===== src/rtl/sha1he_pkg.sv =====
// shared types and constants of the sha-1 engine
`timescale 1ns / 1ps
`default_nettype none
package sha1he_pkg;

    localparam logic [31:0] K0 = 32'h5A827999;
    localparam logic [31:0] K1 = 32'h6ED9EBA1;
    localparam logic [31:0] K2 = 32'h8F1BBCDC;
    localparam logic [31:0] K3 = 32'hCA62C1D6;

    localparam logic [31:0] IV [5] = '{
        32'h67452301, 32'hefcdab89, 32'h98badcfe, 32'h10325476, 32'hc3d2e1f0
    };

    localparam logic [7:0] PAD_BYTE    = 8'h80;
    localparam logic [6:0] LAST_ROUND  = 7'd79;
    localparam logic [2:0] LAST_INDEX  = 3'd4;

    typedef struct packed {
        logic       put_byte;   // write the incoming byte and count it
        logic       pad;        // write the marker byte and zero later words
        logic       len_wr;     // write the bit length into words 14 and 15
        logic       clear_all;  // with len_wr: zero words 0 to 13
        logic       round;      // run one compression round
        logic       add_chain;  // fold working variables into the chain
        logic       init;       // back to the initial chain, count zero
        logic [6:0] rnd;
        logic [2:0] out_idx;
    } cmd_t;

    typedef struct packed {
        logic [5:0] pos;        // byte position within the block
    } status_t;

endpackage
`default_nettype wire


===== src/rtl/sha1he_datapath.sv =====
// sha-1 datapath: block buffer and schedule, round unit, chain and length
`timescale 1ns / 1ps
`default_nettype none
module sha1he_datapath (
    input  wire logic              aclk,
    input  wire logic              aresetn,
    input  wire logic [7:0]        data_byte,
    input  wire sha1he_pkg::cmd_t  cmd,
    output sha1he_pkg::status_t    status,
    output logic [31:0]            digest_word
);

    logic [31:0] buf_reg   [16];
    logic [31:0] buf_next  [16];
    logic [31:0] wv_reg    [5];
    logic [31:0] wv_next   [5];
    logic [31:0] chain_reg [5];
    logic [31:0] chain_next[5];
    logic [63:0] count_reg, count_next;

    logic [31:0] a, b, c, d, e, f, k, w_new, t_sum;
    logic [7:0]  wr_byte;
    logic [5:0]  pos;
    logic [3:0]  wi;
    logic [4:0]  sh;
    logic [63:0] bits;

    assign pos    = count_reg[5:0];
    assign wi     = pos[5:2];
    assign sh     = {~pos[1:0], 3'b000};
    assign wr_byte = cmd.pad ? sha1he_pkg::PAD_BYTE : data_byte;
    assign bits   = {count_reg[60:0], 3'b000};
    assign status.pos = pos;
    assign digest_word = chain_reg[cmd.out_idx];

    // first round starts from the chain value
    always_comb begin
        if (cmd.rnd == 7'd0) begin
            a = chain_reg[0]; b = chain_reg[1]; c = chain_reg[2];
            d = chain_reg[3]; e = chain_reg[4];
        end else begin
            a = wv_reg[0]; b = wv_reg[1]; c = wv_reg[2];
            d = wv_reg[3]; e = wv_reg[4];
        end
        if (cmd.rnd < 7'd20) begin
            f = (b & c) | (~b & d);
            k = sha1he_pkg::K0;
        end else if (cmd.rnd < 7'd40) begin
            f = b ^ c ^ d;
            k = sha1he_pkg::K1;
        end else if (cmd.rnd < 7'd60) begin
            f = (b & c) | (b & d) | (c & d);
            k = sha1he_pkg::K2;
        end else begin
            f = b ^ c ^ d;
            k = sha1he_pkg::K3;
        end
        t_sum = {a[26:0], a[31:27]} + f + e + buf_reg[0] + k;
    end

    assign w_new = {buf_reg[13][30:0] ^ buf_reg[8][30:0] ^ buf_reg[2][30:0]
                    ^ buf_reg[0][30:0],
                    buf_reg[13][31] ^ buf_reg[8][31] ^ buf_reg[2][31] ^ buf_reg[0][31]};

    always_comb begin
        for (int i = 0; i < 16; i++) begin
            buf_next[i] = buf_reg[i];
            if (cmd.round) begin
                buf_next[i] = (i == 15) ? w_new : buf_reg[(i + 1) % 16];
            end else if (cmd.put_byte || cmd.pad) begin
                if (4'(i) == wi) begin
                    buf_next[i] = ((pos[1:0] == 2'd0) ? 32'd0 : buf_reg[i])
                                  | ({24'd0, wr_byte} << sh);
                end else if (cmd.pad && 4'(i) > wi) begin
                    buf_next[i] = 32'd0;
                end
            end else if (cmd.len_wr) begin
                if (i == 14)      buf_next[i] = bits[63:32];
                else if (i == 15) buf_next[i] = bits[31:0];
                else if (cmd.clear_all) buf_next[i] = 32'd0;
            end
        end
        wv_next[0] = cmd.round ? t_sum : wv_reg[0];
        wv_next[1] = cmd.round ? a : wv_reg[1];
        wv_next[2] = cmd.round ? {b[1:0], b[31:2]} : wv_reg[2];
        wv_next[3] = cmd.round ? c : wv_reg[3];
        wv_next[4] = cmd.round ? d : wv_reg[4];
        for (int i = 0; i < 5; i++) begin
            chain_next[i] = chain_reg[i];
            if (cmd.init)           chain_next[i] = sha1he_pkg::IV[i];
            else if (cmd.add_chain) chain_next[i] = chain_reg[i] + wv_reg[i];
        end
        count_next = count_reg;
        if (cmd.init)          count_next = 64'd0;
        else if (cmd.put_byte) count_next = count_reg + 64'd1;
    end

    always_ff @(posedge aclk) begin
        for (int i = 0; i < 16; i++) buf_reg[i] <= buf_next[i];
        for (int i = 0; i < 5; i++)  wv_reg[i]  <= wv_next[i];
        if (!aresetn) begin
            for (int i = 0; i < 5; i++) chain_reg[i] <= sha1he_pkg::IV[i];
            count_reg <= 64'd0;
        end else begin
            for (int i = 0; i < 5; i++) chain_reg[i] <= chain_next[i];
            count_reg <= count_next;
        end
    end

endmodule
`default_nettype wire


===== src/rtl/sha1he_ctrl.sv =====
// sha-1 controller: byte intake, round sequencing, padding and digest output
`timescale 1ns / 1ps
`default_nettype none
module sha1he_ctrl (
    input  wire logic                 aclk,
    input  wire logic                 aresetn,
    input  wire logic                 s_tvalid,
    output logic                      s_tready,
    input  wire logic                 has_byte,
    input  wire logic                 end_msg,
    output logic                      m_tvalid,
    input  wire logic                 m_tready,
    input  wire sha1he_pkg::status_t  status,
    output sha1he_pkg::cmd_t          cmd
);

    typedef enum logic [2:0] {S_IDLE, S_ROUND, S_ADD, S_PAD, S_LEN, S_OUT} state_t;
    typedef enum logic [1:0] {PH_BYTE, PH_PADFULL, PH_LEN} phase_t;

    state_t     state_reg;
    phase_t     phase_reg;
    logic [6:0] rnd_reg;
    logic [2:0] idx_reg;
    logic       fin_reg, full_reg;
    logic       acc;

    assign s_tready = (state_reg == S_IDLE);
    assign m_tvalid = (state_reg == S_OUT);
    assign acc      = s_tvalid && s_tready;

    always_comb begin
        cmd           = '0;
        cmd.rnd       = rnd_reg;
        cmd.out_idx   = idx_reg;
        cmd.put_byte  = acc && has_byte;
        cmd.pad       = (state_reg == S_PAD);
        cmd.len_wr    = (state_reg == S_LEN);
        cmd.clear_all = full_reg;
        cmd.round     = (state_reg == S_ROUND);
        cmd.add_chain = (state_reg == S_ADD);
        cmd.init      = m_tvalid && m_tready && (idx_reg == sha1he_pkg::LAST_INDEX);
    end

    always_ff @(posedge aclk) begin
        if (!aresetn) begin
            state_reg <= S_IDLE;
            phase_reg <= PH_BYTE;
            rnd_reg   <= 7'd0;
            idx_reg   <= 3'd0;
            fin_reg   <= 1'b0;
            full_reg  <= 1'b0;
        end else begin
            unique case (state_reg)
                S_IDLE: begin
                    if (acc) begin
                        fin_reg   <= end_msg;
                        phase_reg <= PH_BYTE;
                        rnd_reg   <= 7'd0;
                        // a byte that fills the block is compressed first
                        if (has_byte && status.pos == 6'd63) state_reg <= S_ROUND;
                        else if (end_msg)                     state_reg <= S_PAD;
                    end
                end
                S_ROUND: begin
                    rnd_reg <= rnd_reg + 7'd1;
                    if (rnd_reg == sha1he_pkg::LAST_ROUND) state_reg <= S_ADD;
                end
                S_ADD: begin
                    rnd_reg <= 7'd0;
                    unique case (phase_reg)
                        PH_BYTE:    state_reg <= fin_reg ? S_PAD : S_IDLE;
                        PH_PADFULL: begin
                            full_reg  <= 1'b1;
                            state_reg <= S_LEN;
                        end
                        default: begin
                            idx_reg   <= 3'd0;
                            state_reg <= S_OUT;
                        end
                    endcase
                end
                S_PAD: begin
                    rnd_reg <= 7'd0;
                    // no room left for the length in this block
                    if (status.pos[5:3] == 3'b111) begin
                        phase_reg <= PH_PADFULL;
                        state_reg <= S_ROUND;
                    end else begin
                        full_reg  <= 1'b0;
                        state_reg <= S_LEN;
                    end
                end
                S_LEN: begin
                    phase_reg <= PH_LEN;
                    rnd_reg   <= 7'd0;
                    state_reg <= S_ROUND;
                end
                S_OUT: begin
                    if (m_tready) begin
                        if (idx_reg == sha1he_pkg::LAST_INDEX) begin
                            idx_reg   <= 3'd0;
                            state_reg <= S_IDLE;
                        end else begin
                            idx_reg <= idx_reg + 3'd1;
                        end
                    end
                end
                default: state_reg <= S_IDLE;
            endcase
        end
    end

endmodule
`default_nettype wire


===== src/rtl/sha1_hash_engine_core.sv =====
// sha-1 engine top level: byte stream in, five digest words out
//
//  channel | dir | tdata             | tuser          | tlast
//  s_      | in  | data_byte [7:0]   | has_byte       | end_of_message
//  m_      | out | digest_word[31:0] | word_index[2:0]| last_word
//
// a byte beat is taken while idle; a block that fills is then compressed
// (80 rounds on one shared round unit, one chain add)
// an end beat adds padding and one or two compressions, then five output beats
// input is not taken while compressing, padding or sending the digest
// aresetn is synchronous; afterwards the engine is ready at once
`timescale 1ns / 1ps
`default_nettype none
module sha1_hash_engine_core (
    input  wire logic        aclk,
    input  wire logic        aresetn,
    input  wire logic        s_tvalid,
    output logic             s_tready,
    input  wire logic [7:0]  s_tdata,   // data_byte
    input  wire logic        s_tuser,   // has_byte
    input  wire logic        s_tlast,
    output logic             m_tvalid,
    input  wire logic        m_tready,
    output logic [31:0]      m_tdata,   // digest_word
    output logic [2:0]       m_tuser,   // word_index
    output logic             m_tlast
);

    sha1he_pkg::cmd_t    cmd;
    sha1he_pkg::status_t status;

    sha1he_ctrl u_ctrl (
        .aclk     (aclk),
        .aresetn  (aresetn),
        .s_tvalid (s_tvalid),
        .s_tready (s_tready),
        .has_byte (s_tuser),
        .end_msg  (s_tlast),
        .m_tvalid (m_tvalid),
        .m_tready (m_tready),
        .status   (status),
        .cmd      (cmd)
    );

    sha1he_datapath u_dp (
        .aclk        (aclk),
        .aresetn     (aresetn),
        .data_byte   (s_tdata),
        .cmd         (cmd),
        .status      (status),
        .digest_word (m_tdata)
    );

    assign m_tuser = cmd.out_idx;
    assign m_tlast = (cmd.out_idx == sha1he_pkg::LAST_INDEX);

    a_no_overlap: assert property (@(posedge aclk) disable iff (!aresetn)
        !(s_tready && m_tvalid)) else $error("input taken while digest pending");

    a_idx_range: assert property (@(posedge aclk) disable iff (!aresetn)
        m_tvalid |-> (m_tuser <= sha1he_pkg::LAST_INDEX)) else $error("bad word index");

    a_last_ends: assert property (@(posedge aclk) disable iff (!aresetn)
        (m_tvalid && m_tready && m_tlast) |=> (!m_tvalid && s_tready))
        else $error("digest did not end after last word");

    a_word_step: assert property (@(posedge aclk) disable iff (!aresetn)
        (m_tvalid && m_tready && !m_tlast) |=> (m_tvalid && m_tuser == $past(m_tuser) + 3'd1))
        else $error("digest words out of order");

endmodule
`default_nettype wire


===== config.mk =====
export PLATFORM = sky130hd
export DESIGN_NAME = sha1_hash_engine_core
export DESIGN_NICKNAME = d
export VERILOG_FILES = /design/src/rtl/sha1he_pkg.sv /design/src/rtl/sha1he_datapath.sv /design/src/rtl/sha1he_ctrl.sv /design/src/rtl/sha1_hash_engine_core.sv
export SDC_FILE = /design/constraint.sdc
export NUM_CORES = 2
export LEC_CHECK = 0
export BUFFER_PORTS_ARGS = -buffer_cell sky130_fd_sc_hd__clkbuf_2
export CAP_MARGIN = 25
export CORE_MARGIN = 1.5
export CORE_UTILIZATION = 51
export CTS_CLUSTER_DIAMETER = 40
export DETAILED_ROUTE_END_ITERATION = 6
export PLACE_DENSITY = 0.66
export SLEW_MARGIN = 20
export SYNTH_ARGS = -nofsm -noshare
export SYNTH_HDL_FRONTEND = slang
export SYNTH_SLANG_ARGS = --single-unit

===== constraint.sdc =====
create_clock -name aclk -period 10 [get_ports aclk]
set_input_delay 1 -clock aclk [delete_from_list [all_inputs] [get_ports aclk]]
set_output_delay 1 -clock aclk [all_outputs]
set_load 0.005 [all_outputs]

-- After elaboration in Yosys (flattened, before gate mapping)
Memory sizes are Yosys's and may differ from the RTL's. A register that Yosys moved wholly into a read port is not among the register bits.
Cells that the tools add are included.
- register bits after elaboration: 81
- memory bits (writable): 832
- bits of input ports: 14
- output and inout port bits: 38
- word-level logic and storage cells: 323
- memories: 3
- memories (memory ; words ; width ; read ports ; clocked after memory_dff ; write ports ; line ; text):
    u_dp.buf_reg ; 16 ; 32 ; 16 ; 0 ; 16 ; sha1he_datapath.sv:13 ; logic [31:0] buf_reg [16];
    u_dp.chain_reg ; 5 ; 32 ; 6 ; 1 ; 5 ; sha1he_datapath.sv:17 ; logic [31:0] chain_reg [5];
    u_dp.wv_reg ; 5 ; 32 ; 5 ; 0 ; 5 ; sha1he_datapath.sv:15 ; logic [31:0] wv_reg [5];
- add/subtract/negate cells: 12
- magnitude comparators: 19
- equal/unequal tests: 34
- shifts and indexed selects: 1
- mux-type cells: 168
- bitwise operators: 39
- reduce and logical (&&, ||, !) cells: 40
- operators by type and width (kind ; number):
    32-bit two-way mux ; 140
    32-bit OR ; 19
    32-bit adder ; 9
    32-bit AND ; 4
    31-bit bitwise XOR ; 3
    64-bit by 1-bit adder with 64-bit output, second input constant ; 1
    32-bit bitwise XOR ; 2
    3-bit two-way mux ; 12
    4-bit equality test, first input constant ; 8
    4-bit > comparator, first input constant ; 8
    32-bit inverter ; 1
    8-bit by 5-bit << shifter with 32-bit output ; 1
    31-bit two-way mux ; 1
    1-bit logical AND ; 21
    7-bit case mux with 3 select lines ; 1
    3-bit case mux with 6 select lines ; 1
    3-bit by 4-bit equality test with 1-bit output, first input constant ; 4
    3-bit by 4-bit > comparator with 1-bit output, first input constant ; 4
    7-bit by 6-bit less-than comparator with 1-bit output, second input constant ; 2
    2-bit inequality test, second input constant ; 7
    3-bit equality test, second input constant ; 4
    3-bit case mux with 2 select lines ; 2
    3-bit AND reduction ; 3
    2-bit by 4-bit equality test with 1-bit output, first input constant ; 2
    34 further kinds ; 53

-- Longest topological paths before layout
- depth after elaboration: 13
- depth in mapped cells: 32
- mapped depth without buffers: 29

-- By module
A second synthesis with hierarchy kept.
- cell total of the unflattened synthesis: 5760
- area, all modules: 55833.5 um^2
- modules (own cells, without submodules) (module ; instances ; cells each ; area an instance (um^2) ; sequential area each (um^2)):
    sha1he_datapath ; 1 ; 5640 ; 54771.3 ; 24603.6
    sha1he_ctrl ; 1 ; 119 ; 1049.8 ; 340.3
    sha1_hash_engine_core ; 1 ; 1 ; 12.5 ; 0.0

-- Worst setup path before layout
OpenSTA, ideal clock, no wires.
- path type: register -> register
- from: register u_ctrl.rnd_reg[3]
- to: memory u_dp.wv_reg[0][31], data pin
- setup time: 0.260 ns
- arrival: 6.835 ns
- data required time: 9.740 ns
- setup slack: 2.905 ns
- stages on the path, launching flop included: 30
- path buffers: 5
- clock period less this slack: 7.095 ns
- cell sequence: dfxtp_1 -> clkbuf_1 -> nor4_1 -> nand3b_1 -> buf_2 -> buf_2 -> clkbuf_1 -> buf_2 -> mux2_2 -> ha_1 -> xnor2_1 -> nor2_1 -> a211o_1 -> fa_1 -> fa_1 -> inv_1 -> fa_1 -> inv_1 -> ha_1 -> and3_1 -> a221oi_1 -> inv_1 -> a21o_1 -> a31o_2 -> a221oi_2 -> o21ai_1 -> a211oi_1 -> o31ai_1 -> a21oi_1 -> xnor2_1
- RTL lines (element ; line ; text):
    from (decl) ; sha1he_ctrl.sv:22 ; logic [6:0] rnd_reg;
    from (signal assigned) ; sha1he_ctrl.sv:65 ; rnd_reg <= rnd_reg + 7'd1;
    to (decl) ; sha1he_datapath.sv:15 ;

==> metrics.yaml <==
synth:
  synth_top_family_by_area: "compound AO/OA/AOI/OAI gates"
  synth-compound-area-share_pct: 19.6
  syn_area_per_cell_um2: 9.59
  synthAdderAreaFrac_pct: 8.82
  muxShareOfSynthArea_pct: 5.68
  ys.flop_type: "edfxtp_1"
  yosysWarnings: 0
  synth-simple-area-share_pct: 11.3
  seq_area_frac_synth_pct: 45.3
  synthCells: 5762
  ys_types: 91
  synth-xor-area-share_pct: 4.91
  syn_nets: 6099
  synth_edf_count: 672
  syn_area_um2: 55300
  async_flop_share_pct: 0
  ys_ff_latch: 913
timing:
  fin_setup_tns_ns: 0
  fin_crit_sh_pct: 76.9
  setup_viol: 0
  hold_violations: 0
  fmax_mhz: 130
  rsz0062_at_grt: "false"
  skew_ns: 0.0358
  worstMarginPinSlew_ns: 1.24
  drv_slew: 0
  layout_min_cycle_time_ns: 7.69
  slew_headroom_pct: 17.6
cts:
  cts.sinks: 913
  postCtsSetupRepairBufs: 0
  cts_root_buffer: "clkbuf_16"
  hold_buffers: 0
  cts_buffer_depth: 3
  path_clk_slew_ns: 0.06
  post_cts_resized: 0
  insertion_delay_ns: 0.77
  cts_inserted_buffers: 150
  h-tree-depth: 4
  tritoncts: "built"
floorplanning:
  dieArea_um2: 110000
  die_h_um: 332
  io_pins: 52
  start_util_pct: 51.5
  num_rows: 120
  die_w_um: 332
  core-area_um2: 107000
grt:
  grt_overflow_total: 0
  grt_first_pass_wirelength_um: 260000
  grt_max_degree: 260
  antenna_found_initial: 1
  grt_pass1_vias: 42700
  track_usage_pct: 30.3
min_path:
  hold_path_depth: 2
  hold_path_class: "register to register"
route:
  vias_per_cell: 6.19
  wl_per_cell_um: 23.8
  drt-total-wl_um: 171000
  drtAntennaViolNets: 0
  drtIter0Drc: 5410
  first_pass_iters: 5
  drc: 0
  vias: 44600
worst_setup_path:
  crit_arrival_ns: 8.17
  cp-start-kind: "register"
  crit_path_frequent_cell: "inv_1"
  end_kind: "register"
  crit_path_top_delay_cell: "nand3b_1"
  worstRegToRegCells: 28
  max_stage_delay_ns: 0.54
  crit_type: "register to register"
  crit_path_max_fanout: 22
  critPathRequiredTime_ns: 10.48
power_and_ir_drop:
  irDropWorstVdd_uv: 333
  powerDensity_nw_per_um2: 440
  p_leak_nw: 22.8
run_status:
  status: "complete, no violations"
final_layout:
  final_cell_mix: "819 x a21oi_1, 743 x nand2_1, 672 x edfxtp_1"
  syn2layout_area_growth_pct: 12.1
  drive_gt1_share_pct: 10.3
  largest_reg_flops: 512
  design_area_um2: 61900
  fin_nets: 6001
  final_common_cell: "a21oi_1"
run:
  drv_cap: 0
placement:
  place_area_um2: 56700
  globalplace.congestion: 0.936
  dpl.hpwl_um: 111000
  io_buffers: 51
[worst paths after layout]
check / startpoint / end / slack (ns)
worst max-delay path: u_ctrl.rnd_reg[0] / u_dp.wv_reg[0][31] / 2.31
worst max register to register: u_ctrl.rnd_reg[0] / u_dp.wv_reg[0][31] / 2.31
worst min-delay path: u_dp.chain_reg[2][30] / u_dp.chain_reg[2][30] / 0.49
worst min register to register: u_dp.chain_reg[2][30] / u_dp.chain_reg[2][30] / 0.49
[metrics by stage]
| step | power [W] | hold WS, ns | worst slack, ns | util [%] | std cells |
|---|---|---|---|---|---|
| 3_5_place_dp | 0.0215 | 0.481 | 2.38 | 52.9 | 6914 |
| 3_3_place_gp | 0.0213 | 0.471 | 2.51 | 52.8 | 6912 |
| 2_1_floorplan | 0.0178 | 0.450 | 2.90 | - | 5762 |
| 5_1_grt | 0.0291 | 0.504 | 1.80 | 57.8 | 7197 |
| 6_report | 0.0273 | 0.486 | 2.31 | 57.8 | 7197 |
| 4_1_cts | 0.0271 | 0.488 | 2.31 | 57.7 | 7195 |
[synth_stat cells, types with 8 or more instances]
master,instances,share of area (%)
a211oi_1,53,0.72
inv_1,269,1.8
dfxtp_1,241,8.7
xor2_1,102,1.6
a31oi_1,20,0.23
a211o_1,10,0.16
clkbuf_1,328,2.2
o221ai_1,10,0.16
o21ai_0,480,4.3
mux2i_1,85,1.5
or3_1,27,0.31
mux2_1,8,0.16
nor2_1,248,1.7
fa_1,111,4.0
a221oi_1,9,0.14
buf_2,11,0.10
nor3_1,77,0.70
a21oi_1,827,7.5
mux2_2,131,2.7
nand3b_1,8,0.11
and2_1,43,0.49
edfxtp_1,672,37
nand4_1,23,0.26
o21ai_1,144,1.3
and3_1,42,0.48
nand3_1,69,0.62
buf_1,22,0.15
xnor2_1,208,3.3
nand2b_1,32,0.36
nor2b_1,43,0.49
a21o_1,120,1.6
a22oi_1,17,0.23
ha_1,212,4.8
and4_1,8,0.13
a21boi_0,37,0.50
o21a_1,32,0.43
o21bai_1,22,0.30
mux4_2,32,1.3
o211ai_1,48,0.65
o22ai_1,11,0.12
nand2_1,750,5.1
[kinds of logic (layout without fill, tap and decap cells)]
family | Yosys count | in the layout
fa+ha+maj | 323 | 323
other cells | 0 | 1
xor+xnor | 310 | 310
mux | 256 | 256
buf+inv | 639 | 670
compound gates | 1908 | 1908
simple gates | 1413 | 1413
flops | 913 | 913
[area by class of cell]
class | instances | area (um2)
Clock buffer | 175 | 4070
Fill cell | 9218 | 45300
Inverter | 275 | 1050
Tap cell | 1403 | 1760
Antenna cell | 1 | 2.50
Sequential cell | 913 | 25000
Clock inverter | 106 | 1170
Timing Repair Buffer | 114 | 811
Multi-Input combinational cell | 4210 | 28100
[report_power, final]
group,internal (W),switching (W),leakage (nW)
Sequential,0.00629,0.00109,8.40
Clock,0.00339,0.00202,2.49
Combinational,0.00582,0.00867,11.9
Total,0.0155,0.0118,22.8
[critical path: cells and delay by family, from the launching register on]
kind	cells	cell delay (ns)
AND/OR/NAND/NOR	3	0.68
adder cells (fa/ha/maj)	6	2.27
flip-flops	1	0.39
buffers and inverters	6	1.05
multiplexers	1	0.31
XOR/XNOR	2	0.24
AO/OA/AOI/OAI	10	2.43
[routing by layer]
layer / global-route usage (%) / vias to the layer above / part of all wire, %
met5: 0 / - / 0
met4: 12.6 / 0 / 3.9
met3: 4.86 / 329 / 7.7
met2: 47.6 / 1899 / 46
met1: 41.8 / 21800 / 43
li1: - / 20500 / -
No activity file was read; power rests on OpenSTA's default activity.
